==> src/rtl/flm_pkg.sv <==
// fixed-string line matcher: shared constants, types and register indexes
// no dependencies; taken in by every other file of the block
`timescale 1ns / 1ps
`default_nettype none

package flm_pkg;

   localparam int PATTERN_MAX       = 32;
   localparam int LENGTH_BITS       = 16;
   localparam int PATTERN_REG_BYTES = 32;
   localparam int WORD_BYTES        = 8;

   localparam int TEXT_BYTE_BITS    = 8;
   localparam int LINE_LENGTH_BITS  = 16;
   localparam int PATTERN_LEN_BITS  = 6;
   localparam int CSR_INDEX_BITS    = 3;
   localparam int CSR_DATA_BITS     = 64;

   localparam int COUNT_BITS    = (LENGTH_BITS < LINE_LENGTH_BITS) ? LENGTH_BITS
                                                                   : LINE_LENGTH_BITS;
   localparam int CELL_IDX_BITS = (PATTERN_MAX > 1) ? $clog2(PATTERN_MAX) : 1;

   localparam logic [TEXT_BYTE_BITS-1:0] NEWLINE = TEXT_BYTE_BITS'(10);

   typedef logic [TEXT_BYTE_BITS-1:0] text_byte_type;

   typedef enum logic [CSR_INDEX_BITS-1:0] {
      CSR_PATTERN_LENGTH = 3'd0,
      CSR_PATTERN_WORD_0 = 3'd1,
      CSR_PATTERN_WORD_1 = 3'd2,
      CSR_PATTERN_WORD_2 = 3'd3,
      CSR_PATTERN_WORD_3 = 3'd4
   } csr_index_type;

   typedef struct packed {
      logic [PATTERN_LEN_BITS-1:0]              length;
      logic [PATTERN_MAX-1:0][TEXT_BYTE_BITS-1:0] bytes;
   } pattern_cfg_type;

endpackage : flm_pkg

`default_nettype wire

==> src/rtl/flm_channels.sv <==
// fixed-string line matcher: request, response and register write channels
// depends on flm_pkg
`timescale 1ns / 1ps
`default_nettype none

interface flm_req_if;
   import flm_pkg::*;
   logic          valid;
   logic          ready;
   text_byte_type text_byte;
   logic          end_of_input;
   modport source (output valid, text_byte, end_of_input, input ready);
   modport sink   (input valid, text_byte, end_of_input, output ready);
endinterface : flm_req_if

interface flm_rsp_if;
   import flm_pkg::*;
   logic                        valid;
   logic                        ready;
   logic                        line_matched;
   logic [LINE_LENGTH_BITS-1:0] line_length;
   modport source (output valid, line_matched, line_length, input ready);
   modport sink   (input valid, line_matched, line_length, output ready);
endinterface : flm_rsp_if

interface flm_csr_if;
   import flm_pkg::*;
   logic                      valid;
   logic                      ready;
   logic [CSR_INDEX_BITS-1:0] index;
   logic [CSR_DATA_BITS-1:0]  data;
   modport source (output valid, index, data, input ready);
   modport sink   (input valid, index, data, output ready);
endinterface : flm_csr_if

`default_nettype wire

==> src/rtl/flm_csr_regs.sv <==
// fixed-string line matcher: pattern length and pattern byte registers
// depends on flm_pkg and flm_csr_if
`timescale 1ns / 1ps
`default_nettype none

module flm_csr_regs
   import flm_pkg::*;
(
   input  wire logic      clock,
   input  wire logic      reset,
   flm_csr_if.sink        csr_if,
   output pattern_cfg_type pattern_cfg
);

   logic [PATTERN_LEN_BITS-1:0]                 length_ff;
   logic [PATTERN_LEN_BITS-1:0]                 length_in;
   logic [PATTERN_MAX-1:0][TEXT_BYTE_BITS-1:0]  bytes_ff;
   logic [PATTERN_MAX-1:0][TEXT_BYTE_BITS-1:0]  bytes_in;
   logic                                        write;

   assign csr_if.ready = 1'b1;
   assign write        = csr_if.valid;

   always_comb begin
      length_in = length_ff;
      bytes_in  = bytes_ff;
      if (write && (csr_if.index == CSR_PATTERN_LENGTH)) begin
         length_in = csr_if.data[PATTERN_LEN_BITS-1:0];
      end
      for (int pos = 0; pos < PATTERN_MAX; pos++) begin
         if (pos < PATTERN_REG_BYTES) begin
            if (write && (csr_if.index ==
                          CSR_INDEX_BITS'(int'(CSR_PATTERN_WORD_0) + pos / WORD_BYTES))) begin
               bytes_in[pos] = csr_if.data[TEXT_BYTE_BITS*(pos % WORD_BYTES) +: TEXT_BYTE_BITS];
            end
         end
      end
   end

   always_ff @(posedge clock) begin
      if (reset) begin
         length_ff <= PATTERN_LEN_BITS'(1);
         bytes_ff  <= '0;
      end else begin
         length_ff <= length_in;
         bytes_ff  <= bytes_in;
      end
   end

   // lengths beyond the cell row use the whole row
   always_comb begin
      pattern_cfg.bytes = bytes_ff;
      if (int'(length_ff) > PATTERN_MAX) begin
         pattern_cfg.length = PATTERN_LEN_BITS'(PATTERN_MAX);
      end else begin
         pattern_cfg.length = length_ff;
      end
   end

endmodule : flm_csr_regs

`default_nettype wire

==> src/rtl/flm_cell.sv <==
// fixed-string line matcher: one cell of the matching row
// holds one partial-match bit; depends on flm_pkg
`timescale 1ns / 1ps
`default_nettype none

module flm_cell
   import flm_pkg::*;
(
   input  wire logic          clock,
   input  wire logic          reset,
   input  wire logic          advance,
   input  wire logic          clear,
   input  wire text_byte_type text_byte,
   input  wire text_byte_type pattern_byte,
   input  wire logic          prev_match,
   output logic               match_now,
   output logic               match_held
);

   logic match_ff;
   logic match_in;

   // prefix up to this cell ends at the incoming byte
   assign match_now  = prev_match && (text_byte == pattern_byte);
   assign match_held = match_ff;

   always_comb begin
      match_in = match_ff;
      if (advance) begin
         match_in = clear ? 1'b0 : match_now;
      end
   end

   always_ff @(posedge clock) begin
      if (reset) begin
         match_ff <= 1'b0;
      end else begin
         match_ff <= match_in;
      end
   end

endmodule : flm_cell

`default_nettype wire

==> src/rtl/fixed_string_line_matcher.sv <==
// fixed-string line matcher: top level, cell row, line counter, result register
// depends on flm_pkg, flm_channels, flm_csr_regs and flm_cell
//
//   channel  | direction | payload                         | moves on
//   req_if   | in        | text_byte, end_of_input         | valid && ready
//   rsp_if   | out       | line_matched, line_length       | valid && ready
//   csr_if   | in        | index, data                     | valid && ready (ready always high)
//
// one text byte a cycle while ready is high; each byte steps the whole row of cells at once
// a line result appears in the cycle after its closing request is taken
// request ready drops only while a result waits and the response side stalls
// synchronous reset clears match bits, line state, pattern bytes; pattern length goes to one
`timescale 1ns / 1ps
`default_nettype none

module fixed_string_line_matcher
   import flm_pkg::*;
(
   input  wire logic clock,
   input  wire logic reset,
   flm_req_if.sink   req_if,
   flm_rsp_if.source rsp_if,
   flm_csr_if.sink   csr_if
);

   pattern_cfg_type          pattern_cfg;
   logic [PATTERN_MAX-1:0]   match_now;
   logic [PATTERN_MAX-1:0]   match_held;
   logic                     req_fire;
   logic                     line_end;
   logic                     hit_now;
   logic [CELL_IDX_BITS-1:0] last_cell;

   logic                        line_hit_ff;
   logic                        line_hit_in;
   logic [COUNT_BITS-1:0]       count_ff;
   logic [COUNT_BITS-1:0]       count_in;
   logic [COUNT_BITS-1:0]       count_next;
   logic                        rsp_valid_ff;
   logic                        rsp_valid_in;
   logic                        rsp_matched_ff;
   logic                        rsp_matched_in;
   logic [LINE_LENGTH_BITS-1:0] rsp_length_ff;
   logic [LINE_LENGTH_BITS-1:0] rsp_length_in;

   flm_csr_regs u_csr_regs (
      .clock       (clock),
      .reset       (reset),
      .csr_if      (csr_if),
      .pattern_cfg (pattern_cfg)
   );

   assign req_if.ready = !rsp_valid_ff || rsp_if.ready;
   assign req_fire     = req_if.valid && req_if.ready;
   assign line_end     = (req_if.text_byte == NEWLINE) || req_if.end_of_input;

   for (genvar k = 0; k < PATTERN_MAX; k++) begin : g_cell
      flm_cell u_cell (
         .clock        (clock),
         .reset        (reset),
         .advance      (req_fire),
         .clear        (line_end),
         .text_byte    (req_if.text_byte),
         .pattern_byte (pattern_cfg.bytes[k]),
         .prev_match   ((k == 0) ? 1'b1 : match_held[(k == 0) ? 0 : k - 1]),
         .match_now    (match_now[k]),
         .match_held   (match_held[k])
      );
   end

   // empty pattern matches every line
   assign last_cell = CELL_IDX_BITS'(pattern_cfg.length - PATTERN_LEN_BITS'(1));
   assign hit_now   = (pattern_cfg.length == '0) || match_now[last_cell];

   assign count_next = (count_ff == '1) ? count_ff : count_ff + COUNT_BITS'(1);

   always_comb begin
      line_hit_in    = line_hit_ff;
      count_in       = count_ff;
      rsp_valid_in   = rsp_valid_ff && !rsp_if.ready;
      rsp_matched_in = rsp_matched_ff;
      rsp_length_in  = rsp_length_ff;
      if (req_fire) begin
         if (line_end) begin
            line_hit_in    = 1'b0;
            count_in       = '0;
            rsp_valid_in   = 1'b1;
            rsp_matched_in = line_hit_ff || hit_now;
            rsp_length_in  = LINE_LENGTH_BITS'(count_next);
         end else begin
            line_hit_in = line_hit_ff || hit_now;
            count_in    = count_next;
         end
      end
   end

   always_ff @(posedge clock) begin
      if (reset) begin
         line_hit_ff  <= 1'b0;
         count_ff     <= '0;
         rsp_valid_ff <= 1'b0;
      end else begin
         line_hit_ff  <= line_hit_in;
         count_ff     <= count_in;
         rsp_valid_ff <= rsp_valid_in;
      end
   end

   always_ff @(posedge clock) begin
      rsp_matched_ff <= rsp_matched_in;
      rsp_length_ff  <= rsp_length_in;
   end

   assign rsp_if.valid        = rsp_valid_ff;
   assign rsp_if.line_matched = rsp_matched_ff;
   assign rsp_if.line_length  = rsp_length_ff;

endmodule : fixed_string_line_matcher

`default_nettype wire

==> src/flat_wrapper.sv <==
// flat-port wrapper written by rule: the top's interface ports become plain ports
module fixed_string_line_matcher_flat import flm_pkg::*;
  (clock, reset, req_if_valid, req_if_text_byte, req_if_end_of_input, req_if_ready, rsp_if_valid, rsp_if_line_matched, rsp_if_line_length, rsp_if_ready, csr_if_valid, csr_if_index, csr_if_data, csr_if_ready);
  flm_req_if req_if_i ();
  flm_rsp_if rsp_if_i ();
  flm_csr_if csr_if_i ();
  input  wire logic clock;
  input  wire logic reset;
  input wire logic [$bits(req_if_i.valid)-1:0] req_if_valid;
  input wire logic [$bits(req_if_i.text_byte)-1:0] req_if_text_byte;
  input wire logic [$bits(req_if_i.end_of_input)-1:0] req_if_end_of_input;
  output wire logic [$bits(req_if_i.ready)-1:0] req_if_ready;
  output wire logic [$bits(rsp_if_i.valid)-1:0] rsp_if_valid;
  output wire logic [$bits(rsp_if_i.line_matched)-1:0] rsp_if_line_matched;
  output wire logic [$bits(rsp_if_i.line_length)-1:0] rsp_if_line_length;
  input wire logic [$bits(rsp_if_i.ready)-1:0] rsp_if_ready;
  input wire logic [$bits(csr_if_i.valid)-1:0] csr_if_valid;
  input wire logic [$bits(csr_if_i.index)-1:0] csr_if_index;
  input wire logic [$bits(csr_if_i.data)-1:0] csr_if_data;
  output wire logic [$bits(csr_if_i.ready)-1:0] csr_if_ready;
  assign req_if_i.valid = req_if_valid;
  assign req_if_i.text_byte = req_if_text_byte;
  assign req_if_i.end_of_input = req_if_end_of_input;
  assign req_if_ready = req_if_i.ready;
  assign rsp_if_valid = rsp_if_i.valid;
  assign rsp_if_line_matched = rsp_if_i.line_matched;
  assign rsp_if_line_length = rsp_if_i.line_length;
  assign rsp_if_i.ready = rsp_if_ready;
  assign csr_if_i.valid = csr_if_valid;
  assign csr_if_i.index = csr_if_index;
  assign csr_if_i.data = csr_if_data;
  assign csr_if_ready = csr_if_i.ready;
  fixed_string_line_matcher u_core (.clock(clock), .reset(reset), .req_if(req_if_i), .rsp_if(rsp_if_i), .csr_if(csr_if_i));
endmodule
==> config.mk <==
export PLATFORM = sky130hd
export DESIGN_NAME = fixed_string_line_matcher_flat
export DESIGN_NICKNAME = d
export VERILOG_FILES = /design/src/rtl/flm_pkg.sv /design/src/rtl/flm_channels.sv /design/src/rtl/flm_csr_regs.sv /design/src/rtl/flm_cell.sv /design/src/rtl/fixed_string_line_matcher.sv /design/src/flat_wrapper.sv
export SDC_FILE = /design/constraint.sdc
export NUM_CORES = 1
export LEC_CHECK = 0
export ABC_AREA = 1
export BUFFER_PORTS_ARGS = -buffer_cell sky130_fd_sc_hd__buf_4
export CORE_MARGIN = 2
export CORE_UTILIZATION = 55
export DETAILED_ROUTE_END_ITERATION = 7
export GPL_TIMING_DRIVEN = 0
export PLACE_DENSITY_LB_ADDON = 0.12
export REMOVE_ABC_BUFFERS = 1
export SLEW_MARGIN = 20
export SYNTH_ARGS = -nofsm -noshare
export SYNTH_HDL_FRONTEND = slang
export SYNTH_SLANG_ARGS = --single-unit
export TNS_END_PERCENT = 30
==> constraint.sdc <==
create_clock -name clock -period 2.83 [get_ports clock]
set_clock_uncertainty 0.05 [all_clocks]
set_input_delay 0.283 -clock clock [delete_from_list [all_inputs] [get_ports clock]]
set_output_delay 0.283 -clock clock [all_outputs]
set_load 0.1 [all_outputs]
==> impl_results.md, run 1 <==
- Critical path launch point: u_core.u_csr_regs.length_ff[2]
- Worst r2r src: u_core.u_csr_regs.length_ff[2]
- Proportion of layout cells with a drive suffix above 1: 8.42%
- R2R depth: 12
- Vias in the first global route: 14000
- Post-CTS Setup Bufs: 0
- Via count: 15000
- Final Cell Area: 18000 um^2
- First-pass DRT Iterations: 6
- Clk buf depth: 3
- RSZ-0062 raised after global routing: no
- Final Hold Viols: 0
- Initial Util: 56.3%
- Synth warnings: 0
- Slew Viols, Final: 0
- # Max-Cap Violations: 0
- Initial DRC count: 1398
- CTS sink cnt: 328
- Hold path cells: 3
- Min cycle time layout: 2.62 ns
- Num rows: 61
- Die Footprint: 30000 um^2
- Crit path required time: 3.05 ns
- Status: complete, no violations
- WL met1: 20.3 mm
- Endpoint of the worst register-to-register path: u_core.rsp_if.line_matched
- First-pass GRT wire length: 73.2 mm
- All-Layer GR Usage: 30.2%
- CTS root buffer: clkbuf_16
- Routed WL per cell: 16.9 um
- FMAX: 0.381 GHz
- Final setup vio count: 0
- PortBufs: 99
- Placed cells: 2629
- Pin count of the biggest net entering global routing: 138
- Final period utilization: 92.8%
- Met3 WL: 3.19 mm
- Synth unique cells: 39
- Final WL: 46.0 mm
- Final design utilization: 64.3%
- Final-layout fill cell count: 2613
- Die H: 173 um
- Syn Std Cell Area: 15800 um^2
- Vias per cell: 5.50
- Synthesis-stage register bit count: 328
- Worst slew pin tran: 0.947 ns
- Peak supply drop: 0.455 mV
- Top routing layer in use: met4
- Post-layout nets: 2398
- H-tree levels: 2
- Area after DPL: 16600 um^2
- Total gr overflow: 0
- HP Class: primary input to flip-flop
- Reg-to-reg slack, setup: 0.21 ns
- DP Worst Slack: -0.574 ns
- Final Wtd Congestion: 0.866
- P&R area growth vs syn: 14.3%
- Clock Latency Late Sink: 0.52 ns
- Initial antenna violation count: 0
- Mapped Avg Cell Area: 6.89 um^2
- Pwr Total: 10.8 mW
- Max-slew headroom: 36.8%
- Final setup margin: 0.205 ns
- Met2 wire length: 21.2 mm
- Sequential-to-total area share from yosys stat: 42.7%
- Antenna Nets Post-Route: 0
- CTS Buf Count: 37
- CP Max Fanout: 20
- Final Non-Filler Cells: 2719
- Clock transition at path regs: 0.06 ns
- Power density cells: 599 nW/um^2
- Chip Width: 173 um
- Io pins: 101
- Core Area: 28000 um^2
- Detailed placer's ending HPWL: 28.3 mm
- CP Data Arrival Time: 2.85 ns
- Mapped Cells: 2286
- CP Launch Type: flip-flop
- Drt drc: 0
- End of the critical path: u_core.rsp_if.line_matched
- WS Path Type: flip-flop to flip-flop
- Pleak: 7.20 nW
- Crit end category: flip-flop
- TritonCTS clock tree: yes
-- what timing repair did --
item	CTS	global route
hold buffers	24	0
setup endpoints to repair	9	26
hold endpoints to repair	32	0
resized for setup	1	2
-- layer usage --
layer	GRT usage [%]	vias to the layer above
li1	-	7410
met1	40.2	6984
met4	9.99	0
met3	4.65	96
met2	50.3	472
met5	0	-
-- how the worst min path moves through the flow --
stage,endpoint,slack (ns),start
after global placement,u_core.u_csr_regs.pattern_cfg[134],0.40,u_core.u_csr_regs.pattern_cfg[134]
after floorplan,u_core.count_ff[0],0.30,reset
final,u_core.u_csr_regs.pattern_cfg[112],0.002,csr_if_data[48]
after CTS,u_core.u_csr_regs.pattern_cfg[54],0.0004,csr_if_data[54]
after global routing,u_core.u_csr_regs.pattern_cfg[54],0.02,csr_if_data[54]
after detailed placement,u_core.u_csr_regs.pattern_cfg[135],0.40,u_core.u_csr_regs.pattern_cfg[135]
-- critical path: stages (launching register included) --
cell and delay, ns:
dfxtp_1 0.32, nor2_1 0.15, nand3_1 0.10, nand2_1 0.09
nand2_2 0.25, ha_1 0.61, inv_1 0.22, nand3_1 0.14
nand3_1 0.08, nand3_1 0.10, nand3_1 0.08, nand2_2 0.12
nand2_1 0.06
-- metrics by stage --
step / hold WS, ns / setup TNS (ns)
floorplan: 0.302 / -245.59
global placement: 0.395 / -983.48
detailed placement: 0.399 / -13.44
CTS: 0.000439 / 0
global route: 0.0162 / 0
finish: 0.00242 / 0
-- registers in the layout, indices dropped and copies added (netlist names) --
register                         count
u_core.u_csr_regs.length_ff          6
u_core.rsp_if.line_length           16
u_core.u_csr_regs.pattern_cfg      256
u_core.line_hit_ff                   1
u_core.count_ff                     16
u_core.rsp_if.valid                  1
u_core.rsp_if.line_matched           1
u_core.g_cell.u_cell.match_held     31
-- report_power, final --
part / switching (mW) / total, mW / internal [mW]
combinational: 0.839 / 1.25 / 0.409
clock: 1.87 / 4.66 / 2.79
sequential: 0.0778 / 4.88 / 4.81
-- cells in the final DEF (no fill, tap or decap), drive strengths merged --
master	netlist	routed
nor3	15	15
xnor2	39	39
xor2	41	41
nor4	2	2
ha	3	3
a41o	1	1
nor3b	1	1
dfxtp	311	311
bufinv	0	1
inv	219	220
a2bb2oi	9	9
buf	52	110
a21oi	220	220
diode	0	1
nand3	103	103
nor2	316	316
o211ai	10	10
edfxtp	17	17
nand4	18	18
a21o	1	1
o22ai	18	18
conb	1	1
nand2	474	474
a21boi	19	19
clkinv	0	7
clkbuf	93	56
or2	5	5
nand3b	4	4
o21ai	294	294
dlygate4sd3	0	24
-- synthesized netlist by cell type, drive strengths merged --
master | number | share of area (%)
nand2 | 474 | 11
nor2 | 316 | 7.6
dfxtp | 311 | 40
o21ai | 294 | 9.3
a21oi | 220 | 7.0
inv | 219 | 5.2
nand3 | 103 | 3.3
clkbuf | 93 | 2.2
buf | 52 | 2.0
xor2 | 41 | 2.3
xnor2 | 39 | 2.2
a21boi | 19 | 0.91
nand4 | 18 | 0.71
o22ai | 18 | 0.71
edfxtp | 17 | 3.2
nor3 | 15 | 0.54
o211ai | 10 | 0.48
a2bb2oi | 9 | 0.50
or2 | 5 | 0.20
nand3b | 4 | 0.19
ha | 3 | 0.24
nor4 | 2 | 0.079
a21o | 1 | 0.048
a41o | 1 | 0.064
conb | 1 | 0.024
nor3b | 1 | 0.048
-- final cells by class --
class / instances / area (um^2) / share of cell area, %
inverter: 219 / 840 / 4.66
multi-input combinational: 1594 / 7580 / 42.0
sequential: 328 / 6740 / 37.4
antenna: 1 / 2.50 / 0.0139
timing repair buffer: 134 / 1210 / 6.72
clock inverter: 9 / 71.3 / 0.396
clock buffer: 56 / 1110 / 6.16
tap: 378 / 473 / 2.62
-- cell families after synthesis --
| kind of cell | count (synthesis) | share of synthesized area (%) |
|---|---|---|
| simple gates | 938 | 24.0 |
| compound gates | 572 | 19.1 |
| buf+inv | 364 | 9.48 |
| flops | 328 | 42.7 |
| xor+xnor | 80 | 4.45 |
| fa+ha+maj | 3 | 0.238 |
| other cells | 1 | 0.0238 |
Power figures use the tool's default switching activity.
==> run 2: changes to the inputs <==
--- a/config.mk
+++ b/config.mk
@@ -11,7 +11,7 @@
 export CORE_UTILIZATION = 55
 export DETAILED_ROUTE_END_ITERATION = 7
 export GPL_TIMING_DRIVEN = 0
-export PLACE_DENSITY_LB_ADDON = 0.12
+export PLACE_DENSITY_LB_ADDON = 0.2
 export REMOVE_ABC_BUFFERS = 1
 export SLEW_MARGIN = 20
 export SYNTH_ARGS = -nofsm -noshare
==> run 2 against run 1 <==
Net effect:
- worst setup slack got worse by 0.078 ns
- critical path depth stayed put
- via count rose by 0.16%
- combinational power barely moved
- highest routed layer unchanged
- die area did not move
- critical endpoint unchanged
- worst hold slack improved by 0.0014 ns
- critical path type unchanged
==> impl_results.md, run 2 (synthesized netlist as in run 1, its figures left out) <==
- Status: complete, no violations (unchanged)
- Crit end category: flip-flop (unchanged)
- Levels on crit path: 12 (unchanged)
- Chip Width: 173 um (unchanged)
- CP Launch Type: flip-flop (unchanged)
- Vias per cell: 5.53 (was 5.50)
- Worst r2r src: u_core.u_csr_regs.length_ff[2] (unchanged)
- Cell family with most CP delay: simple AND/OR/NAND/NOR gates (unchanged)
- Routed WL per cell: 16.7 um (was 16.9 um)
- Total gr overflow: 0 (unchanged)
- CP Data Arrival Time: 2.91 ns (was 2.85 ns)
- CTS Buf Count: 36 (was 37)
- Final Cell Area: 18000 um^2 (about the same)
- Post-Route Setup TNS: 0 ns (unchanged)
- Die Footprint: 30000 um^2 (unchanged)
- # Max-Cap Violations: 0 (unchanged)
- TritonCTS clock tree: yes (unchanged)
- # diodes: 0 (was 1)
- Reg-to-reg slack, setup: 0.13 ns (was 0.21 ns)
- CP most frequent cell: nand3_1 (unchanged)
- WS Path Type: flip-flop to flip-flop (unchanged)
- Most common cell after layout, fill and taps aside: nand2_1 (unchanged)
- Final setup vio count: 0 (unchanged)
- Slew Viols, Final: 0 (unchanged)
- R2R depth: 12 (unchanged)
- WP buf/inv: 1 (unchanged)
- Initial Util: 56.3% (unchanged)
- CP Max Fanout: 20 (unchanged)
- Clock Latency Late Sink: 0.51 ns (was 0.52 ns)
- Core Area: 28000 um^2 (unchanged)
- Final Hold Viols: 0 (unchanged)
- Antenna Nets Post-Route: 0 (unchanged)
- PortBufs: 99 (unchanged)
- Pin count of the biggest net entering global routing: 137 (was 138)
- Min cycle time layout: 2.70 ns (was 2.62 ns)
- Final WL: 45.3 mm (was 46.0 mm)
- Proportion of layout cells with a drive suffix above 1: 8.58% (was 8.42%)
- Area after DPL: 16600 um^2 (about the same)
- H-tree levels: 2 (unchanged)
- Clock transition at path regs: 0.06 ns (about the same)
- Post-layout nets: 2391 (was 2398)
- Via count: 15000 (about the same)
- Pwr Total: 10.8 mW (about the same)
- First-pass GRT wire length: 71.8 mm (was 73.2 mm)
- Num rows: 61 (unchanged)
- HP Class: primary input to flip-flop (unchanged)
- Peak supply drop: 0.536 mV (was 0.455 mV)
- Final Wtd Congestion: 0.878 (was 0.866)
- End of the critical path: u_core.rsp_if.line_matched (unchanged)
- Power density cells: 602 nW/um^2 (was 599 nW/um^2)
- Hold_ws: 0.00381 ns (was 0.00242 ns)
- Endpoint of the worst register-to-register path: u_core.rsp_if.line_matched (unchanged)
- CTS sink cnt: 328 (unchanged)
- Pleak: 7.17 nW (was 7.20 nW)
- Most frequent cells in the layout: nand2_1, nor2_1, dfxtp_1, o21ai_0, a21oi_1 (unchanged)
- FMAX: 0.370 GHz (was 0.381 GHz)
- Critical path's largest stage delay: 0.59 ns (was 0.61 ns)
- Initial DRC count: 1328 (was 1398)
- Io pins: 101 (unchanged)
- Max-slew headroom: 38.2% (was 36.8%)
- Post-CTS Setup Bufs: 0 (unchanged)
- Max FFs per register: 256 (unchanged)
- Worst slew pin tran: 0.926 ns (was 0.947 ns)
- CTS root buffer: clkbuf_16 (unchanged)
- Crit path required time: 3.03 ns (was 3.05 ns)
- Initial antenna violation count: 0 (unchanged)
- Critical path launch point: u_core.u_csr_regs.length_ff[2] (unchanged)
- Vias in the first global route: 13900 (was 14000)
- First-pass DRT Iterations: 5 (was 6)
- Crit path cell chain: nor2_1 -> nand3_1 -> nand2_1 -> nand2_2 -> ha_1 -> inv_1 -> nand3_1 -> nand3_1 -> nand3_1 -> nand3_2 -> nand2_2 -> nand2_1 (was nor2_1 -> nand3_1 -> nand2_1 -> nand2_2 -> ha_1 -> inv_1 -> nand3_1 -> nand3_1 -> nand3_1 -> nand3_1 -> nand2_2 -> nand2_1)
- Final period utilization: 95.5% (was 92.8%)
- All-Layer GR Usage: 29.7% (was 30.2%)
- Die H: 173 um (unchanged)
- Drt drc: 0 (unchanged)
- Detailed placer's ending HPWL: 27.9 mm (was 28.3 mm)
- RSZ-0062 raised after global routing: no (unchanged)
- P&R area growth vs syn: 13.9% (was 14.3%)
- Clk buf depth: 3 (unchanged)
- Critical Path Slowest Stage Cell: ha_1 (unchanged)
-- run 2: cell count changes in the layout (fill, tap and decap cells not counted), moves of 2 or more --
cell / before / now
clkinv_1: 2 / 0
buf_4: 100 / 102
buf_6: 2 / 0
dlygate4sd3_1: 24 / 19
clkbuf_8: 7 / 13
clkbuf_1: 10 / 6
-- run 2: area by class of cell --
type                            instances  area [um^2]
Sequential cell                       328         6740
Multi-Input combinational cell       1594         7580
Clock inverter                          4         20.0
Timing Repair Buffer                  128         1130
Fill cell                            2463        10100
Clock buffer                           58         1180
Inverter                              219          842
Tap cell                              378          473
-- run 2: through the flow --
stage | setup slack (ns) | util (%) | instances
2_1_floorplan | -1.21 | - | 2141
3_3_place_gp | -3.96 | 58.2 | 2618
6_report | 0.127 | 64.1 | 2709
4_1_cts | 0.0941 | 64.1 | 2709
5_1_grt | 0.0293 | 64.1 | 2709
3_5_place_dp | -0.651 | 59.1 | 2628
-- run 2: worst min path at each step --
stage,startpoint,endpoint,slack [ns],cells past startpoint
CTS,csr_if_data[26],u_core.u_csr_regs.pattern_cfg[218],0.0002,3
detailed placement,u_core.u_csr_regs.pattern_cfg[178],u_core.u_csr_regs.pattern_cfg[178],0.40,2
floorplan,reset,u_core.count_ff[0],0.30,1
global placement,u_core.u_csr_regs.pattern_cfg[128],u_core.u_csr_regs.pattern_cfg[128],0.40,2
finish,csr_if_data[20],u_core.u_csr_regs.pattern_cfg[20],0.004,3
global route,csr_if_data[20],u_core.u_csr_regs.pattern_cfg[20],0.01,3
-- run 2: metal layers --
metal | GRT usage (%) | wire length, um | up-vias
li1 | - | - | 7395
met1 | 38.4 | 19100 | 6904
met2 | 49.5 | 21000 | 573
met3 | 4.19 | 3570 | 114
met4 | 13.1 | 1610 | 0
met5 | 0 | 0 | -
-- run 2: worst min-delay path: stages --
cell and delay, ns:
buf_4 0.11, nor2_1 0.05, nor2_1 0.09
-- run 2: repair_timing --
item                                   in CTS  in global routing
hold buffers                               19                  0
endpoints found under the hold margin      23                  0
resized for setup                           2                  2
setup endpoints to repair                   3                  6
-- run 2: power by group --
part	total [mW]	switching [mW]	leakage (nW)	internal (mW)
logic	1.24	0.834	3.90	0.403
registers	4.88	0.0788	2.68	4.81
clock network	4.69	1.85	0.597	2.84
total	10.8	2.76	7.17	8.04
==> run 3: changes to the inputs <==
--- a/config.mk
+++ b/config.mk
@@ -8,7 +8,7 @@
 export ABC_AREA = 1
 export BUFFER_PORTS_ARGS = -buffer_cell sky130_fd_sc_hd__buf_4
 export CORE_MARGIN = 2
-export CORE_UTILIZATION = 55
+export CORE_UTILIZATION = 35
 export DETAILED_ROUTE_END_ITERATION = 7
 export GPL_TIMING_DRIVEN = 0
 export PLACE_DENSITY_LB_ADDON = 0.2
==> run 3 against run 2 <==
Net effect:
- first-iteration DRC count is 16% lower
- die area is 56% higher
- sequential power hardly changed
- count of clock-buffer cells in the layout is 4 higher
- utilization is 22 points lower
- register-to-register slack better by 0.05 ns
- global-route usage is 8.5 points lower
- critical path type unchanged
- critical endpoint unchanged
==> impl_results.md, run 3 (synthesized netlist as in run 1, its figures left out) <==
- PortBufs: 99 (unchanged)
- Initial antenna violation count: 0 (unchanged)
- Switching share of power: 26.1% (was 25.6%)
- CTS sink cnt: 328 (unchanged)
- Crit path cell chain: nor2_1 -> nand3_1 -> nand2_1 -> nand2_2 -> ha_1 -> inv_1 -> nand3_1 -> nand3_1 -> nand3_1 -> nand3_2 -> nand2_2 -> nand2_1 (unchanged)
- Comb power frac: 11.8% (was 11.4%)
- Detailed placer's ending HPWL: 31.3 mm (was 27.9 mm)
- Drt drc: 0 (unchanged)
- Vias per cell: 4.97 (was 5.53)
- Sequential share of power: 43.9% (was 45.2%)
- Power density cells: 593 nW/um^2 (was 602 nW/um^2)
- Proportion of layout cells with a drive suffix above 1: 8.43% (was 8.58%)
- Final WL: 49.9 mm (was 45.3 mm)
- H-tree levels: 2 (unchanged)
- Slew Viols, Final: 0 (unchanged)
- R2R depth: 12 (unchanged)
- Chip Width: 216 um (was 173 um)
- Hold path cells: 4 (was 3)
- CP Max Fanout: 20 (unchanged)
- P&R area growth vs syn: 19.1% (was 13.9%)
- Vias in the first global route: 13900 (about the same)
- Io pins: 101 (unchanged)
- FMAX: 0.377 GHz (was 0.370 GHz)
- Core Area: 44300 um^2 (was 28000 um^2)
- Via count: 14800 (was 15000)
- CTS root buffer: clkbuf_16 (unchanged)
- Clk buf depth: 3 (unchanged)
- Reg-to-reg slack, setup: 0.18 ns (was 0.13 ns)
- Critical path's largest stage delay: 0.57 ns (was 0.59 ns)
- Pleak: 7.40 nW (was 7.17 nW)
- Final-layout fill cell count: 4648 (was 2463)
- Min cycle time layout: 2.65 ns (was 2.70 ns)
- Most frequent cells in the layout: nand2_1, nor2_1, dfxtp_1, o21ai_0, a21oi_1 (unchanged)
- Int Power: 8.22 mW (was 8.04 mW)
- Total gr overflow: 0 (unchanged)
- Antenna Nets Post-Route: 0 (unchanged)
- Post-CTS Setup Bufs: 0 (unchanged)
- Clock share of power: 44.4% (was 43.4%)
- Final setup vio count: 0 (unchanged)
- Worst slew pin tran: 0.975 ns (was 0.926 ns)
- Final Wtd Congestion: 0.847 (was 0.878)
- Hold path start: csr_if_index[1] (was csr_if_data[20])
- Critical Path Slowest Stage Cell: ha_1 (unchanged)
- CP Data Arrival Time: 2.87 ns (was 2.91 ns)
- Num rows: 77 (was 61)
- Hold_ws: 0.153 ns (was 0.00381 ns)
- Crit path required time: 3.05 ns (was 3.03 ns)
- WHS Endpoint: u_core.u_csr_regs.pattern_cfg[56] (was u_core.u_csr_regs.pattern_cfg[20])
- Final Non-Filler Cells: 2976 (was 2709)
- Most common cell after layout, fill and taps aside: nand2_1 (unchanged)
- Max-slew headroom: 34.9% (was 38.2%)
- All-Layer GR Usage: 21.2% (was 29.7%)
- CTS Buf Count: 39 (was 36)
- Worst r2r src: u_core.u_csr_regs.length_ff[2] (unchanged)
- CP Launch Type: flip-flop (unchanged)
- # Max-Cap Violations: 0 (unchanged)
- First-pass GRT wire length: 78.4 mm (was 71.8 mm)
- Crit end category: flip-flop (unchanged)
- WS Path Type: flip-flop to flip-flop (unchanged)
- Clock transition at path regs: 0.06 ns (about the same)
- Peak supply drop: 0.314 mV (was 0.536 mV)
- TritonCTS clock tree: yes (unchanged)
- Switching Power: 2.91 mW (was 2.76 mW)
- Post-layout nets: 2442 (was 2391)
- Final Hold Viols: 0 (unchanged)
- CP most frequent cell: nand3_1 (unchanged)
- Max FFs per register: 256 (unchanged)
- HP Class: primary input to flip-flop (unchanged)
- Final period utilization: 93.7% (was 95.5%)
- Initial DRC count: 1120 (was 1328)
- Status: complete, no violations (unchanged)
- Routed WL per cell: 16.8 um (was 16.7 um)
- Placed cells: 2844 (was 2628)
- Die H: 216 um (was 173 um)
- Endpoint of the worst register-to-register path: u_core.rsp_if.line_matched (unchanged)
- Clock Latency Late Sink: 0.55 ns (was 0.51 ns)
- Pin count of the biggest net entering global routing: 153 (was 137)
- Initial Util: 35.6% (was 56.3%)
- First-pass DRT Iterations: 5 (unchanged)
- RSZ-0062 raised after global routing: no (unchanged)
- Die Footprint: 46700 um^2 (was 30000 um^2)
- # diodes: 0 (unchanged)
-- run 3: worst max path at each step --
stage | start | endpoint | slack [ns] | depth (start not counted)
5_1_grt | u_core.u_csr_regs.length_ff[2] | u_core.rsp_if.line_matched | 0.02 | 12
2_1_floorplan | u_core.rsp_if.valid | u_core.g_cell[0].u_cell.match_held | -1.21 | 7
6_report | u_core.u_csr_regs.length_ff[2] | u_core.rsp_if.line_matched | 0.18 | 12
3_5_place_dp | req_if_text_byte[1] | u_core.g_cell[25].u_cell.match_held | -0.97 | 8
3_3_place_gp | csr_if_index[2] | u_core.u_csr_regs.pattern_cfg[33] | -5.13 | 7
4_1_cts | u_core.rsp_if.valid | u_core.g_cell[25].u_cell.match_held | 0.02 | 7
-- run 3: area by class of cell --
class | count | area (um^2) | share of cell area [%]
clock buffer | 62 | 1190 | 6.36
clock inverter | 5 | 51.3 | 0.273
inverter | 219 | 842 | 4.49
multi-input combinational | 1594 | 7580 | 40.4
sequential | 328 | 6740 | 35.9
tap | 592 | 741 | 3.95
timing repair buffer | 176 | 1630 | 8.68
-- run 3: routing by layer --
layer | global-route usage, % | up-vias | wire length [um]
met3 | 3.19 | 58 | 2040
li1 | - | 7501 | -
met4 | 5.11 | 0 | 821
met5 | 0 | - | 0
met1 | 27.4 | 6944 | 23000
met2 | 36.9 | 287 | 24000
-- run 3: power groups by stage --
stage	Combinational [mW]	Sequential [mW]	Clock, mW
2_1_floorplan	0.654	5.06	0
3_5_place_dp	1.24	4.98	0
5_1_grt	1.45	4.90	5.26
6_report	1.31	4.88	4.94
4_1_cts	1.31	4.88	5.03
3_3_place_gp	1.24	4.98	0
-- run 3: worst max-delay path: cells and delay by family, from the launching register on --
| family | cells | cell delay [ns] |
|---|---|---|
| simple gates | 10 | 1.19 |
| fa+ha+maj | 1 | 0.57 |
| flops | 1 | 0.33 |
| buf+inv | 1 | 0.23 |
-- run 3: metrics by stage --
stage	setup slack, ns	total power, mW	TNS [ns]	instance area, um^2	util [%]
6_report	0.178	11.1	0	18800	42.4
4_1_cts	0.0249	11.2	0	18800	42.4
3_3_place_gp	-5.13	6.21	-1129.32	16600	37.4
3_5_place_dp	-0.972	6.22	-29.01	16900	38.1
5_1_grt	0.0216	11.6	0	18800	42.4
2_1_floorplan	-1.21	5.71	-245.59	15100	-
-- run 3: repair_timing --
action / in CTS / in global routing
setup endpoints to repair: 26 / 26
hold endpoints to repair: 183 / 0
pin swaps: 0 / 0
gates resized for setup: 3 / 1
hold buffers: 65 / 0
